===== config.mk =====
export PLATFORM = sky130hd
export DESIGN_NAME = prefixed_command_line_decoder_top
export DESIGN_NICKNAME = d
export VERILOG_FILES = /design/src/pcld_pkg.sv /design/src/pcld_ingest.sv /design/src/pcld_engine.sv /design/src/prefixed_command_line_decoder_top.sv
export SDC_FILE = /design/constraint.sdc
export NUM_CORES = 1
export LEC_CHECK = 0
export ABC_AREA = 1
export ABC_CLOCK_PERIOD_IN_PS = 10350
export BUFFER_PORTS_ARGS = -buffer_cell sky130_fd_sc_hd__buf_2
export CAP_MARGIN = 20
export CORE_MARGIN = 2
export CORE_UTILIZATION = 35
export DETAILED_ROUTE_END_ITERATION = 12
export PLACE_DENSITY = 0.6
export SYNTH_ARGS = -nofsm -noshare
export SYNTH_HDL_FRONTEND = slang
export SYNTH_HIERARCHICAL = 1
export SYNTH_SLANG_ARGS = --single-unit

===== constraint.sdc =====
create_clock -name clk -period 10.35 [get_ports clk]
set_input_delay 2.07 -clock clk [delete_from_list [all_inputs] [get_ports clk]]
set_output_delay 2.07 -clock clk [all_outputs]
set_load 0.01 [all_outputs]

===== src/pcld_pkg.sv =====
// Shared types, constants and lookup functions for the prefixed command line decoder.
// Depends on nothing; every other source file refers to it by scoped names.
package pcld_pkg;

	localparam int LINE_DEPTH = 64;
	localparam int ADDR_W = $clog2(LINE_DEPTH);
	localparam int CNT_W = $clog2(LINE_DEPTH + 1);
	localparam int IDLE_W = 16;
	localparam int CODE_W = 4;
	localparam int NUM_WORDS = 13;
	localparam int MAX_WORD_LEN = 7;
	localparam int WLEN_W = 3;
	localparam int PREFIX_LEN = 4;
	localparam int TEXT_START = 5;

	localparam logic [IDLE_W-1:0] TIMEOUT_RESET = 16'd1000;
	localparam logic [IDLE_W-1:0] IDLE_MAX = 16'hFFFF;

	localparam logic OPC_BYTE = 1'b0;
	localparam logic OPC_TICK = 1'b1;

	localparam logic KIND_HEADER = 1'b0;
	localparam logic KIND_ARG = 1'b1;

	localparam logic [7:0] CHAR_CR = 8'h0D;
	localparam logic [7:0] CHAR_LF = 8'h0A;
	localparam logic [7:0] CHAR_SPACE = 8'h20;
	localparam logic [7:0] CHAR_NUL = 8'h00;

	localparam logic [CODE_W-1:0] CMD_ST = 4'd0;
	localparam logic [CODE_W-1:0] CMD_GT = 4'd1;
	localparam logic [CODE_W-1:0] CMD_SA = 4'd2;
	localparam logic [CODE_W-1:0] CMD_GA = 4'd3;
	localparam logic [CODE_W-1:0] CMD_EA = 4'd4;
	localparam logic [CODE_W-1:0] CMD_TA = 4'd5;
	localparam logic [CODE_W-1:0] CMD_SSD = 4'd6;
	localparam logic [CODE_W-1:0] CMD_GSD = 4'd7;
	localparam logic [CODE_W-1:0] CMD_SB = 4'd8;
	localparam logic [CODE_W-1:0] CMD_GB = 4'd9;
	localparam logic [CODE_W-1:0] CMD_SFF = 4'd10;
	localparam logic [CODE_W-1:0] CMD_SFS = 4'd11;
	localparam logic [CODE_W-1:0] CMD_CONNECT = 4'd12;
	localparam logic [CODE_W-1:0] CMD_INVALID = 4'd13;

	// Request from the byte ingest side to the line engine.
	typedef struct packed {
		logic              wr_en;
		logic [ADDR_W-1:0] wr_addr;
		logic [7:0]        wr_data;
		logic              start;
		logic [CNT_W-1:0]  length;
	} pcld_req_t;

	// Command words, left-justified in 7 characters.
	function automatic logic [8*MAX_WORD_LEN-1:0] word_str(input logic [CODE_W-1:0] w);
		logic [8*MAX_WORD_LEN-1:0] s;
		case (w)
			CMD_ST:      s = {"st", 40'd0};
			CMD_GT:      s = {"gt", 40'd0};
			CMD_SA:      s = {"sa", 40'd0};
			CMD_GA:      s = {"ga", 40'd0};
			CMD_EA:      s = {"ea", 40'd0};
			CMD_TA:      s = {"ta", 40'd0};
			CMD_SSD:     s = {"ssd", 32'd0};
			CMD_GSD:     s = {"gsd", 32'd0};
			CMD_SB:      s = {"sb", 40'd0};
			CMD_GB:      s = {"gb", 40'd0};
			CMD_SFF:     s = {"sff", 32'd0};
			CMD_SFS:     s = {"sfs", 32'd0};
			CMD_CONNECT: s = "connect";
			default:     s = '0;
		endcase
		return s;
	endfunction

	function automatic logic [WLEN_W-1:0] word_len(input logic [CODE_W-1:0] w);
		logic [WLEN_W-1:0] n;
		case (w)
			CMD_SSD, CMD_GSD, CMD_SFF, CMD_SFS: n = 3'd3;
			CMD_CONNECT:                        n = 3'd7;
			default:                            n = 3'd2;
		endcase
		return n;
	endfunction

	function automatic logic [7:0] prefix_char(input logic [1:0] idx);
		logic [7:0] c;
		case (idx)
			2'd0:    c = "E";
			2'd1:    c = "S";
			2'd2:    c = "P";
			default: c = ":";
		endcase
		return c;
	endfunction

endpackage


===== src/pcld_ingest.sv =====
// Input side of the decoder: fill count, idle tick counter and timeout register.
// Uses pcld_pkg; drives store writes and line-finish requests to pcld_engine.
module pcld_ingest (
	input  logic                     clk,
	input  logic                     arst_n,
	input  logic                     cfg_wr_en,
	input  logic [15:0]              cfg_wr_data,
	input  logic                     in_valid,
	output logic                     in_ready,
	input  logic                     opcode,
	input  logic [7:0]               rx_byte,
	input  logic                     busy,
	output pcld_pkg::pcld_req_t      req
);

	logic [pcld_pkg::CNT_W-1:0]  fill_q, fill_d;
	logic [pcld_pkg::IDLE_W-1:0] idle_q, idle_d, idle_inc;
	logic [pcld_pkg::IDLE_W-1:0] timeout_q;
	logic                        acc;

	assign in_ready = !busy;
	assign acc = in_valid && !busy;
	assign idle_inc = (idle_q == pcld_pkg::IDLE_MAX) ? idle_q : idle_q + 16'd1;

	always_comb begin
		fill_d = fill_q;
		idle_d = idle_q;
		req = '0;
		req.wr_addr = fill_q[pcld_pkg::ADDR_W-1:0];
		req.wr_data = rx_byte;
		req.length = fill_q;
		if (acc) begin
			if (opcode == pcld_pkg::OPC_TICK) begin
				idle_d = idle_inc;
				if (fill_q != '0 && idle_inc >= timeout_q) begin
					fill_d = '0;
				end
			end else begin
				idle_d = '0;
				if (rx_byte == pcld_pkg::CHAR_LF) begin
					req.start = 1'b1;
					fill_d = '0;
				end else if (rx_byte != pcld_pkg::CHAR_CR &&
						fill_q < pcld_pkg::CNT_W'(pcld_pkg::LINE_DEPTH)) begin
					req.wr_en = 1'b1;
					fill_d = fill_q + pcld_pkg::CNT_W'(1);
				end
			end
		end
	end

	always_ff @(posedge clk or negedge arst_n) begin
		if (!arst_n) begin
			fill_q <= '0;
			idle_q <= '0;
			timeout_q <= pcld_pkg::TIMEOUT_RESET;
		end else begin
			fill_q <= fill_d;
			idle_q <= idle_d;
			if (cfg_wr_en) begin
				timeout_q <= cfg_wr_data;
			end
		end
	end

endmodule


===== src/pcld_engine.sv =====
// Line store memory with the scan, match and emit sequencer and the output register.
// Uses pcld_pkg; fed by pcld_ingest through a pcld_req_t request.
module pcld_engine (
	input  logic                          clk,
	input  logic                          arst_n,
	input  pcld_pkg::pcld_req_t           req,
	output logic                          busy,
	output logic                          out_valid,
	input  logic                          out_ready,
	output logic                          item_kind,
	output logic [pcld_pkg::CODE_W-1:0]   command_code,
	output logic [7:0]                    arg_byte,
	output logic                          last
);

	localparam logic [2:0] S_IDLE = 3'd0;
	localparam logic [2:0] S_RD   = 3'd1;
	localparam logic [2:0] S_EV   = 3'd2;
	localparam logic [2:0] S_FIN  = 3'd3;
	localparam logic [2:0] S_HDR  = 3'd4;
	localparam logic [2:0] S_ERD  = 3'd5;
	localparam logic [2:0] S_EDAT = 3'd6;

	localparam int CW = pcld_pkg::CNT_W;
	localparam int NW = pcld_pkg::NUM_WORDS;

	logic [7:0] mem [pcld_pkg::LINE_DEPTH];

	logic [2:0]    state_q, state_d;
	logic [CW-1:0] len_q, len_d, pos_q, pos_d, te_q, te_d, space_q, space_d, ptr_q, ptr_d;
	logic          space_found_q, space_found_d;
	logic [NW-1:0] cand_q, cand_d, cand_upd;
	logic [pcld_pkg::CODE_W-1:0] code_q, code_d, code_fin;
	logic          hdr_last_q, hdr_last_d;
	logic          rd_en;
	logic [pcld_pkg::ADDR_W-1:0] rd_addr;
	logic [7:0]    rd_data_q;
	logic          out_valid_q, out_valid_d;
	logic          kind_q, last_q;
	logic [pcld_pkg::CODE_W-1:0] ocode_q;
	logic [7:0]    obyte_q;
	logic          load, ld_kind, ld_last;
	logic [7:0]    ld_byte;
	logic          slot_free;
	logic [CW-1:0] pos_nx, ptr_nx, j_w, space_eff, word_len_c, arg_start;

	assign pos_nx = pos_q + CW'(1);
	assign ptr_nx = ptr_q + CW'(1);
	assign j_w = pos_q - CW'(pcld_pkg::TEXT_START);
	assign slot_free = !out_valid_q || out_ready;

	// One character of the first word narrows the set of candidate command words.
	always_comb begin
		logic [8*pcld_pkg::MAX_WORD_LEN-1:0] ws;
		logic [7:0] wc;
		for (int w = 0; w < NW; w++) begin
			ws = pcld_pkg::word_str(pcld_pkg::CODE_W'(w));
			wc = ws[8*(pcld_pkg::MAX_WORD_LEN-1-int'(j_w[pcld_pkg::WLEN_W-1:0])) +: 8];
			cand_upd[w] = cand_q[w] && (j_w < CW'(pcld_pkg::MAX_WORD_LEN)) &&
				(j_w[pcld_pkg::WLEN_W-1:0] < pcld_pkg::word_len(pcld_pkg::CODE_W'(w))) &&
				(wc == rd_data_q);
		end
	end

	// End of scan: a surviving candidate must also have the right length.
	always_comb begin
		space_eff = space_found_q ? space_q : te_q;
		word_len_c = space_eff - CW'(pcld_pkg::TEXT_START);
		code_fin = pcld_pkg::CMD_INVALID;
		for (int w = NW - 1; w >= 0; w--) begin
			if (cand_q[w] &&
					word_len_c == CW'(pcld_pkg::word_len(pcld_pkg::CODE_W'(w)))) begin
				code_fin = pcld_pkg::CODE_W'(w);
			end
		end
		if (code_fin == pcld_pkg::CMD_INVALID) begin
			arg_start = CW'(pcld_pkg::TEXT_START);
		end else if (space_found_q) begin
			arg_start = space_q + CW'(1);
		end else begin
			arg_start = te_q;
		end
	end

	always_comb begin
		state_d = state_q;
		len_d = len_q;
		pos_d = pos_q;
		te_d = te_q;
		space_d = space_q;
		space_found_d = space_found_q;
		cand_d = cand_q;
		code_d = code_q;
		ptr_d = ptr_q;
		hdr_last_d = hdr_last_q;
		rd_en = 1'b0;
		rd_addr = ptr_q[pcld_pkg::ADDR_W-1:0];
		load = 1'b0;
		ld_kind = pcld_pkg::KIND_HEADER;
		ld_byte = '0;
		ld_last = 1'b0;
		case (state_q)
			S_IDLE: begin
				if (req.start && req.length >= CW'(pcld_pkg::PREFIX_LEN)) begin
					len_d = req.length;
					pos_d = '0;
					space_found_d = 1'b0;
					cand_d = '1;
					state_d = S_RD;
				end
			end
			S_RD: begin
				rd_en = 1'b1;
				rd_addr = pos_q[pcld_pkg::ADDR_W-1:0];
				state_d = S_EV;
			end
			S_EV: begin
				if (pos_q < CW'(pcld_pkg::PREFIX_LEN)) begin
					if (rd_data_q != pcld_pkg::prefix_char(pos_q[1:0])) begin
						state_d = S_IDLE;
					end else if (pos_q == CW'(pcld_pkg::PREFIX_LEN - 1)) begin
						// The character after the prefix is skipped.
						pos_d = CW'(pcld_pkg::TEXT_START);
						state_d = (len_q > CW'(pcld_pkg::TEXT_START)) ? S_RD : S_IDLE;
					end else begin
						pos_d = pos_nx;
						state_d = S_RD;
					end
				end else if (rd_data_q == pcld_pkg::CHAR_NUL) begin
					te_d = pos_q;
					state_d = (pos_q == CW'(pcld_pkg::TEXT_START)) ? S_IDLE : S_FIN;
				end else begin
					if (!space_found_q) begin
						if (rd_data_q == pcld_pkg::CHAR_SPACE) begin
							space_found_d = 1'b1;
							space_d = pos_q;
						end else begin
							cand_d = cand_upd;
						end
					end
					if (pos_nx >= len_q) begin
						te_d = len_q;
						state_d = S_FIN;
					end else begin
						pos_d = pos_nx;
						state_d = S_RD;
					end
				end
			end
			S_FIN: begin
				code_d = code_fin;
				ptr_d = arg_start;
				hdr_last_d = (arg_start >= te_q);
				state_d = S_HDR;
			end
			S_HDR: begin
				if (slot_free) begin
					load = 1'b1;
					ld_last = hdr_last_q;
					state_d = hdr_last_q ? S_IDLE : S_ERD;
				end
			end
			S_ERD: begin
				rd_en = 1'b1;
				state_d = S_EDAT;
			end
			S_EDAT: begin
				if (slot_free) begin
					load = 1'b1;
					ld_kind = pcld_pkg::KIND_ARG;
					ld_byte = rd_data_q;
					ld_last = (ptr_nx == te_q);
					if (ptr_nx == te_q) begin
						state_d = S_IDLE;
					end else begin
						ptr_d = ptr_nx;
						state_d = S_ERD;
					end
				end
			end
			default: begin
				state_d = S_IDLE;
			end
		endcase
		if (load) begin
			out_valid_d = 1'b1;
		end else if (out_ready) begin
			out_valid_d = 1'b0;
		end else begin
			out_valid_d = out_valid_q;
		end
	end

	// Line store: one write port from the ingest side, one registered read port.
	always_ff @(posedge clk) begin
		if (req.wr_en) begin
			mem[req.wr_addr] <= req.wr_data;
		end
		if (rd_en) begin
			rd_data_q <= mem[rd_addr];
		end
	end

	always_ff @(posedge clk or negedge arst_n) begin
		if (!arst_n) begin
			state_q <= S_IDLE;
			out_valid_q <= 1'b0;
		end else begin
			state_q <= state_d;
			out_valid_q <= out_valid_d;
		end
	end

	always_ff @(posedge clk) begin
		len_q <= len_d;
		pos_q <= pos_d;
		te_q <= te_d;
		space_q <= space_d;
		space_found_q <= space_found_d;
		cand_q <= cand_d;
		code_q <= code_d;
		ptr_q <= ptr_d;
		hdr_last_q <= hdr_last_d;
		if (load) begin
			kind_q <= ld_kind;
			ocode_q <= code_q;
			obyte_q <= ld_byte;
			last_q <= ld_last;
		end
	end

	assign busy = (state_q != S_IDLE);
	assign out_valid = out_valid_q;
	assign item_kind = kind_q;
	assign command_code = ocode_q;
	assign arg_byte = obyte_q;
	assign last = last_q;

`ifndef SYNTHESIS
	a_start_idle: assert property (@(posedge clk) disable iff (!arst_n)
		req.start |-> state_q == S_IDLE)
		else $error("line finish request while the engine is busy");
	a_no_write_busy: assert property (@(posedge clk) disable iff (!arst_n)
		req.wr_en |-> state_q == S_IDLE)
		else $error("store write during a line scan or emit");
	a_scan_range: assert property (@(posedge clk) disable iff (!arst_n)
		state_q == S_RD |-> (pos_q < len_q && pos_q != CW'(pcld_pkg::PREFIX_LEN)))
		else $error("scan read outside the stored line");
	a_emit_range: assert property (@(posedge clk) disable iff (!arst_n)
		(state_q == S_ERD || state_q == S_EDAT) |-> ptr_q < te_q)
		else $error("argument read beyond the end of the text");
`endif

endmodule


===== src/prefixed_command_line_decoder_top.sv =====
// Usage:
// The input channel (in_valid/in_ready, opcode, rx_byte) carries one request per
// received byte (opcode 0) or per millisecond tick (opcode 1). The output channel
// (out_valid/out_ready) returns a command header followed by its argument bytes,
// with last set on the final result of the command. cfg_wr_en/cfg_wr_data write
// the 16-bit idle timeout in ticks; write it only while no line is being decoded.
// A byte or tick request other than a newline gives no result. A newline
// starts a decode that holds in_ready low: the single read port of the line
// store is walked one stored byte at a time, each byte read (S_RD) and then
// checked (S_EV), before the header is presented; each argument byte is then
// read again (S_ERD) and presented (S_EDAT), one byte after the other.
// A result waiting in the output register does not block new byte requests; a
// stalled receiver only holds the decode at its next result.
// Reset clears the fill count, the idle counter and the output valid, and loads
// a timeout of 1000 ticks. The line store itself is not cleared.
// Files: uses pcld_pkg, pcld_ingest and pcld_engine.
module prefixed_command_line_decoder_top (
	input  logic                        clk,
	input  logic                        arst_n,
	input  logic                        cfg_wr_en,
	input  logic [15:0]                 cfg_wr_data,
	input  logic                        in_valid,
	output logic                        in_ready,
	input  logic                        opcode,
	input  logic [7:0]                  rx_byte,
	output logic                        out_valid,
	input  logic                        out_ready,
	output logic                        item_kind,
	output logic [pcld_pkg::CODE_W-1:0] command_code,
	output logic [7:0]                  arg_byte,
	output logic                        last
);

	pcld_pkg::pcld_req_t req;
	logic                busy;

	pcld_ingest u_ingest (
		.clk         (clk),
		.arst_n      (arst_n),
		.cfg_wr_en   (cfg_wr_en),
		.cfg_wr_data (cfg_wr_data),
		.in_valid    (in_valid),
		.in_ready    (in_ready),
		.opcode      (opcode),
		.rx_byte     (rx_byte),
		.busy        (busy),
		.req         (req)
	);

	pcld_engine u_engine (
		.clk          (clk),
		.arst_n       (arst_n),
		.req          (req),
		.busy         (busy),
		.out_valid    (out_valid),
		.out_ready    (out_ready),
		.item_kind    (item_kind),
		.command_code (command_code),
		.arg_byte     (arg_byte),
		.last         (last)
	);

endmodule


==> results, run 1 <==
- The worst hold path endpoint is u_engine/command_code[0].
- The first detailed-routing pass ran for 8 iterations.
- The register-to-register setup slack is about 5.4 ns.
- The sum of routed wire length over all layers is roughly 75 mm.
- The setup-violating endpoint count in the final report is 0.
- After clock tree synthesis, the repair step resized 0 gates.
- The die outline width is 287.2 um.
- The critical path in this run is classified as in2reg.
- The worst min-delay path class is reg2reg.
- IR analysis of the VDD net gives a maximum drop of 0.0001562 V.
- The number of buffers and inverters on the critical path is 3.
- The residual overflow from global routing is 0.
- In this run the tightest slew margin relative to its limit is 27.65%.
- The maximum clock frequency is ~180 MHz.
- After detailed routing, the number of vias per cell comes to 5.510.
- After clock tree synthesis, the clock-pin slew on the worst setup and hold paths is around 0.060 ns.
- The largest total area in the synthesized netlist belongs to sky130_fd_sc_hd__edfxtp_1.
- The wire length of the first global-routing pass is about 110 mm.
- Compared with the post-synthesis result, the final layout area differs by 12.35%.
- The largest individual stage delay along the critical path comes from the cell sky130_fd_sc_hd__nor3_2.
- Setup repair after global routing left no endpoint under its margin.
- In the final layout, the share of cells above drive strength 1 is 10.64%.
- The endpoint type of the worst setup path is a flip-flop.
- The final standard cell count with taps included and fillers excluded is approximately 3500.
- The number of violations of the max-capacitance limit is 0.
- The number of max-slew violations in the final report came to 0.
- Entering global routing, the biggest net connects 154 pins.
- The final critical path takes up 52.31% of the cycle.
- The cell that appears most often on the critical path is sky130_fd_sc_hd__nor2_1.
- STA puts the critical path data arrival time at 5.66 ns.
- The synthesized netlist occupies a cell area of around 28000 sq um.
- The placed instance count is 3392.
- Among all flip-flop cells after synthesis, the most frequent one is sky130_fd_sc_hd__edfxtp_1.
- The largest driver fanout on the critical path is 65.
- The family of cells with the greatest summed delay on the critical path is simple AND/OR/NAND/NOR gates.
- The maximum level of the CTS H-tree is 3.
- The die is 287.2 um tall.
- For this configuration, the core starts out at a cell density of between 30% and 40%.
- For this run, design rule violations remaining after detail routing come to 0.
- The routed via count is 19410.
- The setup skew after layout is 0.03980 ns.
- The async set or reset register ratio after synthesis is 6.815%.
- The number of antenna-violating nets in the routed design is 0.
- For the pin with the worst max-slew slack, the measured transition is 1.085 ns.
- The root buffer selected by CTS is sky130_fd_sc_hd__clkbuf_16.
- In this run the critical register-to-register path is launched from u_engine/state_q[0].
- The design draws 8225 uW.
- The clock latency reported for the late side of the worst-skew pair is 0.61 ns.
- The HPWL after detailed placement is 46.73 mm.
- Summed over all cells, the static leakage comes to 0.01080 uW.
- The number of standard-cell rows in the floorplan is 103.
- Hold repair after CTS inserted 0 buffers.
- After synthesis, the largest area contributor takes up 62.89% of total cell area.
- STA puts the critical path data required time at between 10 and 15 ns.
- The worst register-to-register path has a depth of 14.
- During synthesis, Yosys emitted a total of 6 warnings.
- The delay of the slowest critical-path stage is approximately 0.74 ns.
- The TritonCTS sink count is ~630.
- The startpoint of the worst hold path is u_engine/code_q[0].
- Routability-driven placement finished with a final weighted congestion of roughly 0.87.
- 46 I/O pins were placed.
- Ranked by instance count, the synthesized netlist is headed by sky130_fd_sc_hd__edfxtp_1, sky130_fd_sc_hd__nor2_1, sky130_fd_sc_hd__o21ai_0, sky130_fd_sc_hd__nand2_1, sky130_fd_sc_hd__inv_1.
- The run finished with clean final reports.
- The CTS tree is yes.
- The nature of the critical path startpoint is an input port.
- The repair_antennas step left the layout with diodes totalling 0.
- The post-synthesis area per instance is ~12 sq um.
- By area the synthesized netlist is led by sky130_fd_sc_hd__edfxtp_1, sky130_fd_sc_hd__nor2_1, sky130_fd_sc_hd__o21ai_0.
- Fill cells in the final layout number ~7400.
- Walking the worst path, the cells encountered are buf_2 > buf_4 > nor2_1 > nand2_1 > nor2_1 > nor2_1 > inv_2 > nor3_2 > nand2_1 > nor2_1.
- The portion of the post-synthesis area used by sequential elements is 66.75%.
- The die area is 82500 sq um.
- The most common cell in the synthesized netlist is sky130_fd_sc_hd__edfxtp_1.
- The count of endpoints failing hold in the final timing report is 0.
- The setup fix buffers added after clock tree synthesis is 0.
- The netlist uses 63 different library cells.
- The per-cell routed wire length is 21.34 um.
- The number of global-route vias before repair is 18830.
- At the end of the flow, the number of nets in the layout was 2490.
- The synthesized design contains 588 enable-type register cells.
- In this run the power density over the cells is 260.7 nW/um^2.
- Counting every instance in the synthesized netlist gives 2410.
- The endpoint of the worst register-to-register path is u_engine/rd_data_q[1].
- The minimum period implied by the final worst setup slack is roughly 5.4 ns.
- Global routing used 18.00% of the available tracks.
- Port buffering added 45 buffers.
- The floorplan step defined a core boundary enclosing 79260 sq um.
- The multi-input combinational cells in the finished layout cover a total of 8097 sq um.
- Counting the buffers created by CTS gives 67.
- Counting flops and latches in the post-synthesis netlist gives 631.
- The flip-flop and latch area is 18740 sq um.
- The worst-case clock buffer depth is 3.
- The iteration-0 DRC count of the detailed router is 2209.
- The initial antenna violation count was 0.
- The final core utilization is 39.80%.
- Adding up every negative setup slack in the final design gives 0 ns.
- The number of cells on the worst hold path is 0.
==> registers in the layout (all words and copies together), names as in the netlist, 7 cells and up <==
signal              flops
u_engine/arg_byte       8
u_engine/cand_q        13
u_engine/len_q          7
u_engine/mem          512
u_engine/pos_q          7
u_engine/ptr_q          7
u_engine/rd_data_q      8
u_engine/space_q        7
u_engine/te_q           7
u_ingest/fill_q         7
u_ingest/idle_q        16
u_ingest/timeout_q     16
==> kinds of logic after synthesis <==
family | count (synthesis) | synth area share (%)
AO/OA/AOI/OAI | 601 | 13.07
XOR/XNOR | 38 | 1.185
adder cells (fa/ha/maj) | 43 | 1.916
buffers and inverters | 298 | 4.577
flip-flops | 631 | 66.75
multiplexers | 1 | 0.04011
other | 1 | 0.01336
AND/OR/NAND/NOR | 797 | 12.45
==> per-layer routing <==
layer  part of all wire [%]  vias up  GRT usage (%)
li1                       -     8788              -
met1                     43     9600          24.47
met2                     47      858          29.04
met3                    7.2      161          3.111
met4                    3.1        0          6.354
met5                      0        -              0
==> report_power, final <==
group          total (uW)  switching (uW)  internal, uW
Clock                2510            1030          1480
Combinational        2660            1940           718
Sequential           3060             124          2940
==> final cells by class <==
cell class                      count  share of cell area [%]
Timing Repair Buffer               75                   1.468
Clock inverter                     45                   1.821
Sequential cell                   631                   59.41
Multi-Input combinational cell   1482                   25.67
Inverter                          160                   1.944
Tap cell                         1050                   4.165
Clock buffer                       79                   5.525
==> cells in the final DEF (no fill, tap or decap), types with 6 or more instances in the layout <==
| master | count |
|---|---|
| sky130_fd_sc_hd__a21oi_1 | 34 |
| sky130_fd_sc_hd__clkinv_2 | 6 |
| sky130_fd_sc_hd__nor2_1 | 391 |
| sky130_fd_sc_hd__a22o_1 | 6 |
| sky130_fd_sc_hd__xor2_1 | 35 |
| sky130_fd_sc_hd__o221ai_1 | 64 |
| sky130_fd_sc_hd__bufinv_16 | 10 |
| sky130_fd_sc_hd__o21a_1 | 7 |
| sky130_fd_sc_hd__buf_4 | 24 |
| sky130_fd_sc_hd__nor3_1 | 23 |
| sky130_fd_sc_hd__nand3_1 | 102 |
| sky130_fd_sc_hd__nand2_1 | 199 |
| sky130_fd_sc_hd__o22ai_1 | 65 |
| sky130_fd_sc_hd__inv_6 | 6 |
| sky130_fd_sc_hd__edfxtp_1 | 588 |
| sky130_fd_sc_hd__ha_1 | 43 |
| sky130_fd_sc_hd__dfstp_2 | 6 |
| sky130_fd_sc_hd__clkbuf_16 | 68 |
| sky130_fd_sc_hd__o41ai_1 | 7 |
| sky130_fd_sc_hd__nand4_1 | 19 |
| sky130_fd_sc_hd__clkbuf_1 | 11 |
| sky130_fd_sc_hd__o21ai_0 | 274 |
| sky130_fd_sc_hd__nor2_2 | 7 |
| sky130_fd_sc_hd__buf_2 | 48 |
| sky130_fd_sc_hd__clkinv_1 | 15 |
| sky130_fd_sc_hd__o21ai_1 | 45 |
| sky130_fd_sc_hd__inv_2 | 11 |
| sky130_fd_sc_hd__dfrtp_1 | 37 |
| sky130_fd_sc_hd__o211ai_1 | 68 |
| sky130_fd_sc_hd__nand2_2 | 24 |
| sky130_fd_sc_hd__inv_1 | 142 |
==> how the worst max path moves through the flow <==
| stage | from | end | depth (start not counted) |
|---|---|---|---|
| final | rx_byte[5] | u_engine/mem[17][0] | 10 |
| after global routing | rx_byte[7] | u_engine/mem[1][5] | 10 |
| after CTS | rx_byte[2] | u_engine/mem[1][1] | 10 |
| after detailed placement | rx_byte[7] | u_engine/mem[34][7] | 10 |
| after global placement | rx_byte[7] | u_engine/mem[49][0] | 10 |
| after floorplan | in_valid | u_engine/cand_q[0] | 7 |
==> per-stage QoR <==
stage                     hold WS (ns)  worst slack [ns]  cell area, sq um
after floorplan                 0.4003             6.040             28080
after global placement          0.4165             4.392             29170
after detailed placement        0.4054             4.371             29170
after CTS                       0.4307             5.020             31490
after global routing            0.4463             4.762             31540
final                           0.4269             4.936             31540
No activity file was read; power rests on OpenSTA's default activity.
==> inputs of run 2 (changes only) <==
--- a/config.mk
+++ b/config.mk
@@ -6,7 +6,7 @@
 export NUM_CORES = 1
 export LEC_CHECK = 0
 export ABC_AREA = 1
-export ABC_CLOCK_PERIOD_IN_PS = 10350
+export ABC_CLOCK_PERIOD_IN_PS = 5600
 export BUFFER_PORTS_ARGS = -buffer_cell sky130_fd_sc_hd__buf_2
 export CAP_MARGIN = 20
 export CORE_MARGIN = 2
==> constraint.sdc (replaced) <==
create_clock -name clk -period 5.6 [get_ports clk]
set_input_delay 1.12 -clock clk [delete_from_list [all_inputs] [get_ports clk]]
set_output_delay 1.12 -clock clk [all_outputs]
set_load 0.01 [all_outputs]
==> run 2 against run 1 <==
  * Register-to-register slack got worse by 4.2 ns
  * Cell count rose by 0.14%
  * Global-route usage fell by 0.69 points
  * Hold slack got worse by 0.095 ns
  * Sequential power rose by 87%
  * Final area fell by 0.44%
  * Flip-flop and latch count did not move
  * Largest power group unchanged
  * Highest routed layer unchanged
==> results, run 2 (synthesis results as in run 1) <==
- The die outline width is about 290 um.
- The initial antenna violation count is 0.
- The share of layout cells above drive strength 1 is 10.70%.
- The setup fix buffers added after clock tree synthesis is 0.
- The number of max-slew violations in the final report came to 0.
- OpenSTA, run right after detailed placement, puts the worst setup slack at 1.152 ns.
- After layout, the worst path uses a little under 80% of the clock period.
- The run finished with clean final reports.
- In the layout the commonest cells are sky130_fd_sc_hd__edfxtp_1, sky130_fd_sc_hd__nor2_1, sky130_fd_sc_hd__o21ai_0.
- The initial utilization of the core area, before any placement, comes to 35.42%.
- Data on the critical path arrives at its endpoint at 4.93 ns.
- The iteration-0 DRC count of the detailed router is 1835.
- Summed over all nets, the half-perimeter wirelength after detailed placement is 44.10 mm.
- The routed design uses 5.034 mm of met3 wire.
- The tree is rooted in a sky130_fd_sc_hd__clkbuf_16.
- The hold buffer count at CTS is 0.
- Buffers inserted during clock tree synthesis total 68.
- Across the routed clock network, the largest skew measured is roughly 0.023 ns.
- Summed over all cells, the static leakage comes to ~0.011 uW.
- Setup repair after global routing left no endpoint under its margin.
- The number of remaining DRC errors is 0.
- The worst endpoint required time is 6.08 ns.
- The CTS tree is yes.
- Global routing finished with a remaining overflow of 0.
- The share of total power consumed by net switching is 37.64%.
- The leading cell type in the layout, fill and taps excluded is sky130_fd_sc_hd__edfxtp_1.
- Global routing consumed, over all layers together, 17.31% of the routing resources.
- The last weighted congestion value of the routability-driven placer is a little under 0.9.
- Based on the critical path, the design can be clocked at up to 224.8 MHz.
- The die area is 82500 sq um.
- STA classifies the critical path endpoint as a flip-flop.
- The highest layer touched by signal routing is met4.
- The wire length of the first global-routing pass is ~110 mm.
- The clock network burns 28.8% of the power.
- The total area inside the core boundary comes to 79260 sq um.
- For the finished layout, the period the worst path requires is 4.449 ns.
- For this run, the slowest stage of the critical path takes 0.71 ns.
- In the final routing, the length of wire on met1 measures 30.59 mm.
- In the final layout, the registers with the most flip-flops are u_engine/mem: 512 flops, u_ingest/idle_q: 16 flops, u_ingest/timeout_q: 16 flops.
- The worst min-delay path class is in2async.
- For this run, the detailed router's first-pass iteration total came to 5.
- For the pin with the worst max-slew slack, the measured transition is roughly 1.0 ns.
- Once routing completed, OpenROAD measured the worst setup slack at 1.151 ns.
- Setup total negative slack on the finished layout was measured at 0 ns.
- The layout overhead on the synthesized area is 11.86%.
- Of all nets on the critical path, the largest fanout is 71.
- The design internal power is ~9200 uW.
- The number of standard-cell rows in the floorplan is 103.
- In this run the power spent charging and discharging nets is about 5600 uW.
- After clock tree synthesis, the clock-pin slew on the worst setup and hold paths is 0.06 ns.
- More flip-flops sit in one register than any other, and that register is u_engine/mem.
- The flip-flop count of the largest register, all copies and words added is 512.
- Buffers placed on the I/O ports in this run total 45.
- The completed layout was analyzed and its total power is ~15000 uW.
- The critical path is of the reg2reg type.
- The power density relative to cell area is between 400 and 500 nW/um^2.
- Setup violations remaining at the end of the flow were counted as 0.
- The detailed route wirelength on metal2 is between 30 and 40 mm.
- The portion of total power attributed to sequential cells is 38.6%.
- The number of nets in the final layout is 2497.
- The per-cell routed wire length is 20.45 um.
- The tightest hold path in the finished design has a slack of roughly 0.33 ns.
- The TritonCTS sink count is ~630.
- Wires add up to slightly above 70 mm.
- The routed via count is 19160.
- The number of violations of the max-capacitance limit is 0.
- The cell with the largest stage delay on the worst path is sky130_fd_sc_hd__buf_4.
- Dividing the detail-routed via count by the number of cells gives 5.432.
- The number of gates resized after cts is 0.
- The number of global-route vias before repair is 18880.
- STA classifies the critical path startpoint as a flip-flop.
- The worst-case clock buffer depth is 3.
- The number of antenna-violating nets in the routed design is 0.
- In this run the vertical extent of the chip is 287.2 um.
- The worst-case headroom to the max-slew limit is 29.42%.
- The largest net degree at the start of global routing is 94.
- The number of antenna cells inserted is 0.
- The maximum level of the CTS H-tree is 3.
- The I/O pin count is 46.
- Traced cell by cell, the critical path runs through inv_2 > nor2_2 > nand2_1 > o21ai_4 > buf_4 > buf_4 > o21ai_0 > o22ai_1 > o211ai_1 > nand3_1 > nand3_1 > nand2_1.
- The peak ir drop on the vdd network is roughly 0.00029 V.
- Combinational logic burns 32.6% of the power.
- The clock latency reported for the late side of the worst-skew pair is 0.61 ns.
- The count of endpoints failing hold in the final timing report is 0.
## run 2: cell type report
| cell class | count | area, sq um |
|---|---|---|
| Clock buffer | 80 | 1789 |
| Inverter | 160 | 614.3 |
| Timing Repair Buffer | 81 | 543.0 |
| Tap cell | 1050 | 1314 |
| Fill cell | 7493 | 47850 |
| Clock inverter | 43 | 314.1 |
| Sequential cell | 631 | 18740 |
| Multi-Input combinational cell | 1482 | 8092 |
## run 2: power by group through the flow
stage | sequential (uW) | combinational, uW | clock, uW
4_1_cts | 5710 | 4760 | 4350
2_1_floorplan | 5630 | 3350 | 0
3_5_place_dp | 5800 | 4740 | 0
6_report | 5710 | 4820 | 4270
5_1_grt | 5730 | 5280 | 4540
3_3_place_gp | 5800 | 4680 | 0
## run 2: metrics by stage
stage	cell area (sq um)	utilization [%]	cells
after global placement	29280	36.94	3402
after global routing	31410	39.63	3527
final	31410	39.63	3527
after floorplan	28080	-	2411
after detailed placement	29280	36.94	3402
after CTS	31380	39.59	3525
## run 2: layer usage
| metal | vias to the layer above | global-route usage [%] |
|---|---|---|
| met2 | 761 | 28.20 |
| li1 | 8813 | - |
| met1 | 9434 | 23.21 |
| met4 | 0 | 6.549 |
| met3 | 150 | 2.873 |
| met5 | - | 0 |
## run 2: final timing paths
check	startpoint	endpoint	slack, ns	cells after the start
max	u_engine/state_q[0]	u_engine/rd_data_q[4]	1.15	12
min	arst_n	u_ingest/timeout_q[4]	0.33	1
max reg2reg	u_engine/state_q[0]	u_engine/rd_data_q[4]	1.15	12
min reg2reg	u_engine/code_q[0]	u_engine/command_code[0]	0.42	0
max in group asynchronous	arst_n	u_ingest/timeout_q[9]	4.77	2
min in group clk	u_engine/code_q[0]	u_engine/command_code[0]	0.42	0
## run 2: critical path, delay by kind of cell (launching register included)
kind / cells / cell delay [ns]
AND/OR/NAND/NOR: 5 / 1.27
flip-flops: 1 / 0.43
AO/OA/AOI/OAI: 4 / 1.13
buffers and inverters: 3 / 1.35
==> inputs of run 3 (changes only) <==
--- a/config.mk
+++ b/config.mk
@@ -5,8 +5,8 @@
 export SDC_FILE = /design/constraint.sdc
 export NUM_CORES = 1
 export LEC_CHECK = 0
-export ABC_AREA = 1
-export ABC_CLOCK_PERIOD_IN_PS = 5600
+export ABC_AREA = 0
+export ABC_CLOCK_PERIOD_IN_PS = 4500
 export BUFFER_PORTS_ARGS = -buffer_cell sky130_fd_sc_hd__buf_2
 export CAP_MARGIN = 20
 export CORE_MARGIN = 2
==> constraint.sdc (replaced) <==
create_clock -name clk -period 4.5 [get_ports clk]
set_input_delay 0.9 -clock clk [delete_from_list [all_inputs] [get_ports clk]]
set_output_delay 0.9 -clock clk [all_outputs]
set_load 0.01 [all_outputs]
==> run 3 against run 2 <==
  * First-iteration DRC count increased by 4.3%
  * Critical path type unchanged
  * Largest cell class unchanged
  * Critical endpoint is now u_engine/hdr_last_q
  * Register-to-register slack got worse by 0.64 ns
  * Sequential power increased by 19%
  * Global-route usage about the same
==> results, run 3 <==
- The flow ran to the end, and the final reports show no timing, DRC or antenna violations.
- The final critical-path share of the clock period is a little under 90%.
- The all-layer global routing usage is 17.27%.
- In the final design database the tool counted between 2000 and 2500 nets.
- In this run, post-CTS hold repair placed 0 buffers.
- The register with the most flip-flops in the layout has 512 of them.
- The worst-case clock buffer depth is 3.
- After detailed routing, the average wire length per cell comes to 20.65 um.
- For this design the static power due to leakage is around 0.011 uW.
- The die area is 82460 sq um.
- At the end of routability-driven placement, the weighted congestion stood at 0.9116.
- Yosys attributes the largest share of cell area to sky130_fd_sc_hd__edfxtp_1, sky130_fd_sc_hd__nand2_1, sky130_fd_sc_hd__dfrtp_1.
- The share of total power dissipated in combinational logic is 8.9%.
- The CTS buffer count is 68.
- In this run the remaining antenna-violating nets after routing total 0.
- Clock-pin slew was measured on the worst setup and hold paths at ~0.060 ns.
- The synthesis warning total is 6.
- The clock network burns 39.8% of the power.
- The iteration-0 DRC count of the detailed router is 1913.
- The tool flagged a number of max-cap violations equal to 0.
- In the synthesized netlist the dominant register cell turns out to be sky130_fd_sc_hd__edfxtp_1.
- The largest register by flop count is u_engine/mem.
- VDD sags by at most between 0.0002 and 0.0003 V.
- The internal power of the cells totals 9904 uW.
- The most frequent cell after synthesis is sky130_fd_sc_hd__edfxtp_1.
- TritonCTS built the clock tree.
- Counting flops with a built-in enable in the synthesized netlist gives 588.
- Buffers added to address setup during post-CTS repair amount to 0.
- The setup skew after layout is 0.02484 ns.
- The worst-margin pin slew is 1.073 ns.
- The top cell types in the final layout, fill and taps aside, are sky130_fd_sc_hd__edfxtp_1, sky130_fd_sc_hd__nand2_1, sky130_fd_sc_hd__nand3_1.
- In the final layout, the registers with the most flip-flops are u_engine/mem: 512 flops, u_ingest/idle_q: 16 flops, u_ingest/timeout_q: 16 flops.
- The post-synthesis cell area is 28060 sq um.
- Of the synthesized area, sequential elements account for 66.78%.
- After layout, the minimum clock period comes to 3.985 ns.
- The top cell type by total area after synthesis is sky130_fd_sc_hd__edfxtp_1.
- The data arrival time at the worst-slack endpoint is 4.34 ns.
- The H-tree generated during clock tree synthesis spans 3 levels.
- The initial antenna violation count was 1.
- The repair_antennas step left the layout with diodes totalling 0.
- The total net switching power is 3338 uW.
- The die is around 290 um wide.
- The routed via count is 18440.
- The I/O pin count is 46.
- The count of buffers inserted at the top-level ports is 45.
- The portion of total power attributed to sequential cells is 51.3%.
- The number of search-and-repair iterations in the first detailed-routing pass is 7.
- Yosys mapped the design onto 91 distinct sky130hd cell types.
- The number of gates resized after cts is 0.
- The number of max-slew violations in the final report is 0.
- The vertical extent of the die is 287.2 um.
- The final core utilization is about two fifths.
- The share of layout cells above drive strength 1 is 10.37%.
- The count of endpoints failing hold in the final timing report is 0.
- The residual overflow from global routing is 0.
- Setup repair after global routing left no endpoint under its margin.
- Leaving out fill and tap cells, the most frequent cell in the layout is sky130_fd_sc_hd__edfxtp_1.
- For this design the ratio of total power to cell area is 419.9 nW/um^2.
- The region available for standard cell placement spans 79130 sq um.
- After detailed routing, the number of vias per cell comes to 5.342.
- The number of instances in the synthesized netlist is 2325.
- Setup violations remaining at the end of the flow were counted as 0.
- The post-synthesis area per instance is 12.07 sq um.
- The layout overhead on the synthesized area is 12.38%.
- The share of synthesized area in the top cell type comes to a little over three fifths.
- STA classifies the critical path endpoint as a flip-flop.
- The worst setup path is launched from a flip-flop.
- In this run, synthesis produced a sequential element count of ~630.
- The number of remaining DRC errors is 0.
- For this block, the routed nets add up to 71.25 mm of wire.
- The worst endpoint required time is 4.85 ns.
- Net switching is 25.21% of the power.
- Headroom to the max-slew limit came out at around 28%.
- The later pin in the worst-skew pair is clocked with a latency of 0.62 ns.
- Summed over all failing endpoints, the final setup total negative slack is 0 ns.
- The commonest cells after synthesis are sky130_fd_sc_hd__edfxtp_1, sky130_fd_sc_hd__nand2_1, sky130_fd_sc_hd__nand3_1, sky130_fd_sc_hd__nor2_1, sky130_fd_sc_hd__nand4_1.
- The placed wire-length estimate after detailed placement is 44.82 mm.
- The root buffer selected by CTS is sky130_fd_sc_hd__clkbuf_16.
- The wire length of the first global-routing pass is 109.7 mm.
- For this configuration, the core starts out at a cell density of 35.47%.
- The worst min-delay path class is in2async.
- The critical path in this run is classified as reg2reg.
- In this run the worst path has a maximum fanout of 19.
- Counting cells, the worst reg-to-reg path comes to 15.
- The floorplan has about 100 rows.
- The TritonCTS sink count is 631.
- The largest net degree at the start of global routing is 105.
- For this run, the top clock speed supported by timing is 251.0 MHz.
- The number of global-route vias before repair came to approximately 18000.
- In the synthesized netlist the async set-or-reset flop fraction comes to about 7%.
==> run 3: worst max-delay path, cell delays in order (launching register included) <==
cell and delay, ns:
sky130_fd_sc_hd__edfxtp_1 0.72, sky130_fd_sc_hd__nor3b_2 0.30, sky130_fd_sc_hd__o22ai_1 0.15, sky130_fd_sc_hd__a2111oi_4 0.60, sky130_fd_sc_hd__a2bb2oi_1 0.13, sky130_fd_sc_hd__a221o_1 0.30, sky130_fd_sc_hd__and2_1 0.25, sky130_fd_sc_hd__nor2_1 0.14
sky130_fd_sc_hd__ha_1 0.23, sky130_fd_sc_hd__nand2b_1 0.15, sky130_fd_sc_hd__a21o_1 0.18, sky130_fd_sc_hd__a21o_1 0.17, sky130_fd_sc_hd__a21oi_1 0.13, sky130_fd_sc_hd__nor2b_1 0.05, sky130_fd_sc_hd__o21ai_0 0.14, sky130_fd_sc_hd__a21oi_1 0.09
==> run 3: worst paths after layout <==
path	slack, ns	endpoint	from
max in group asynchronous	3.73	u_ingest/timeout_q[5]	arst_n
setup / recovery	0.52	u_engine/hdr_last_q	u_engine/space_found_q
setup reg to reg	0.52	u_engine/hdr_last_q	u_engine/space_found_q
hold / removal	0.22	u_ingest/timeout_q[12]	arst_n
hold reg to reg	0.45	u_engine/command_code[3]	u_engine/code_q[3]
min in group clk	0.45	u_engine/command_code[3]	u_engine/code_q[3]
==> run 3: power by group through the flow <==
stage | clock network [uW] | logic, uW | registers (uW)
floorplan | 0 | 885 | 6740
global placement | 0 | 1150 | 6900
detailed placement | 0 | 1170 | 6910
CTS | 5380 | 1170 | 6780
global route | 5610 | 1290 | 6810
finish | 5280 | 1180 | 6790
==> run 3: cell families after synthesis <==
kind of cell,Yosys count,share of synthesized area (%)
AND/OR/NAND/NOR,1077,17.68
adder cells (fa/ha/maj),43,1.917
buffers and inverters,198,3.393
flip-flops,631,66.78
multiplexers,50,1.850
XOR/XNOR,51,1.645
AO/OA/AOI/OAI,274,6.719
other,1,0.01336
==> run 3: through the flow <==
stage	setup WS, ns	instances	power [uW]	cell area [sq um]	hold WS (ns)
floorplan	1.031	2326	7625	28070	0.4003
global placement	0.3822	3330	8047	29410	0.4554
detailed placement	0.2824	3330	8074	29410	0.4593
CTS	0.5288	3450	13340	31520	0.4695
global route	0.1896	3451	13710	31540	0.2225
finish	0.5153	3451	13240	31540	0.2231
==> run 3: metal layers <==
metal	vias up	GRT usage (%)	wire (um)
li1	8569	-	-
met1	9109	23.02	30440
met2	632	28.49	34310
met3	126	3.119	4569
met4	0	5.677	1924
met5	-	0	0
==> run 3: cell type report <==
| type | instances | area (sq um) |
|---|---|---|
| multi-input cells | 1497 | 8408 |
| inverters | 47 | 176.4 |
| fillers | 7401 | 47590 |
| clock buffers | 82 | 1797 |
| flip-flops and latches | 631 | 18740 |
| clock inverters | 38 | 306.5 |
| well taps | 1050 | 1314 |
| repair buffers | 106 | 795.8 |
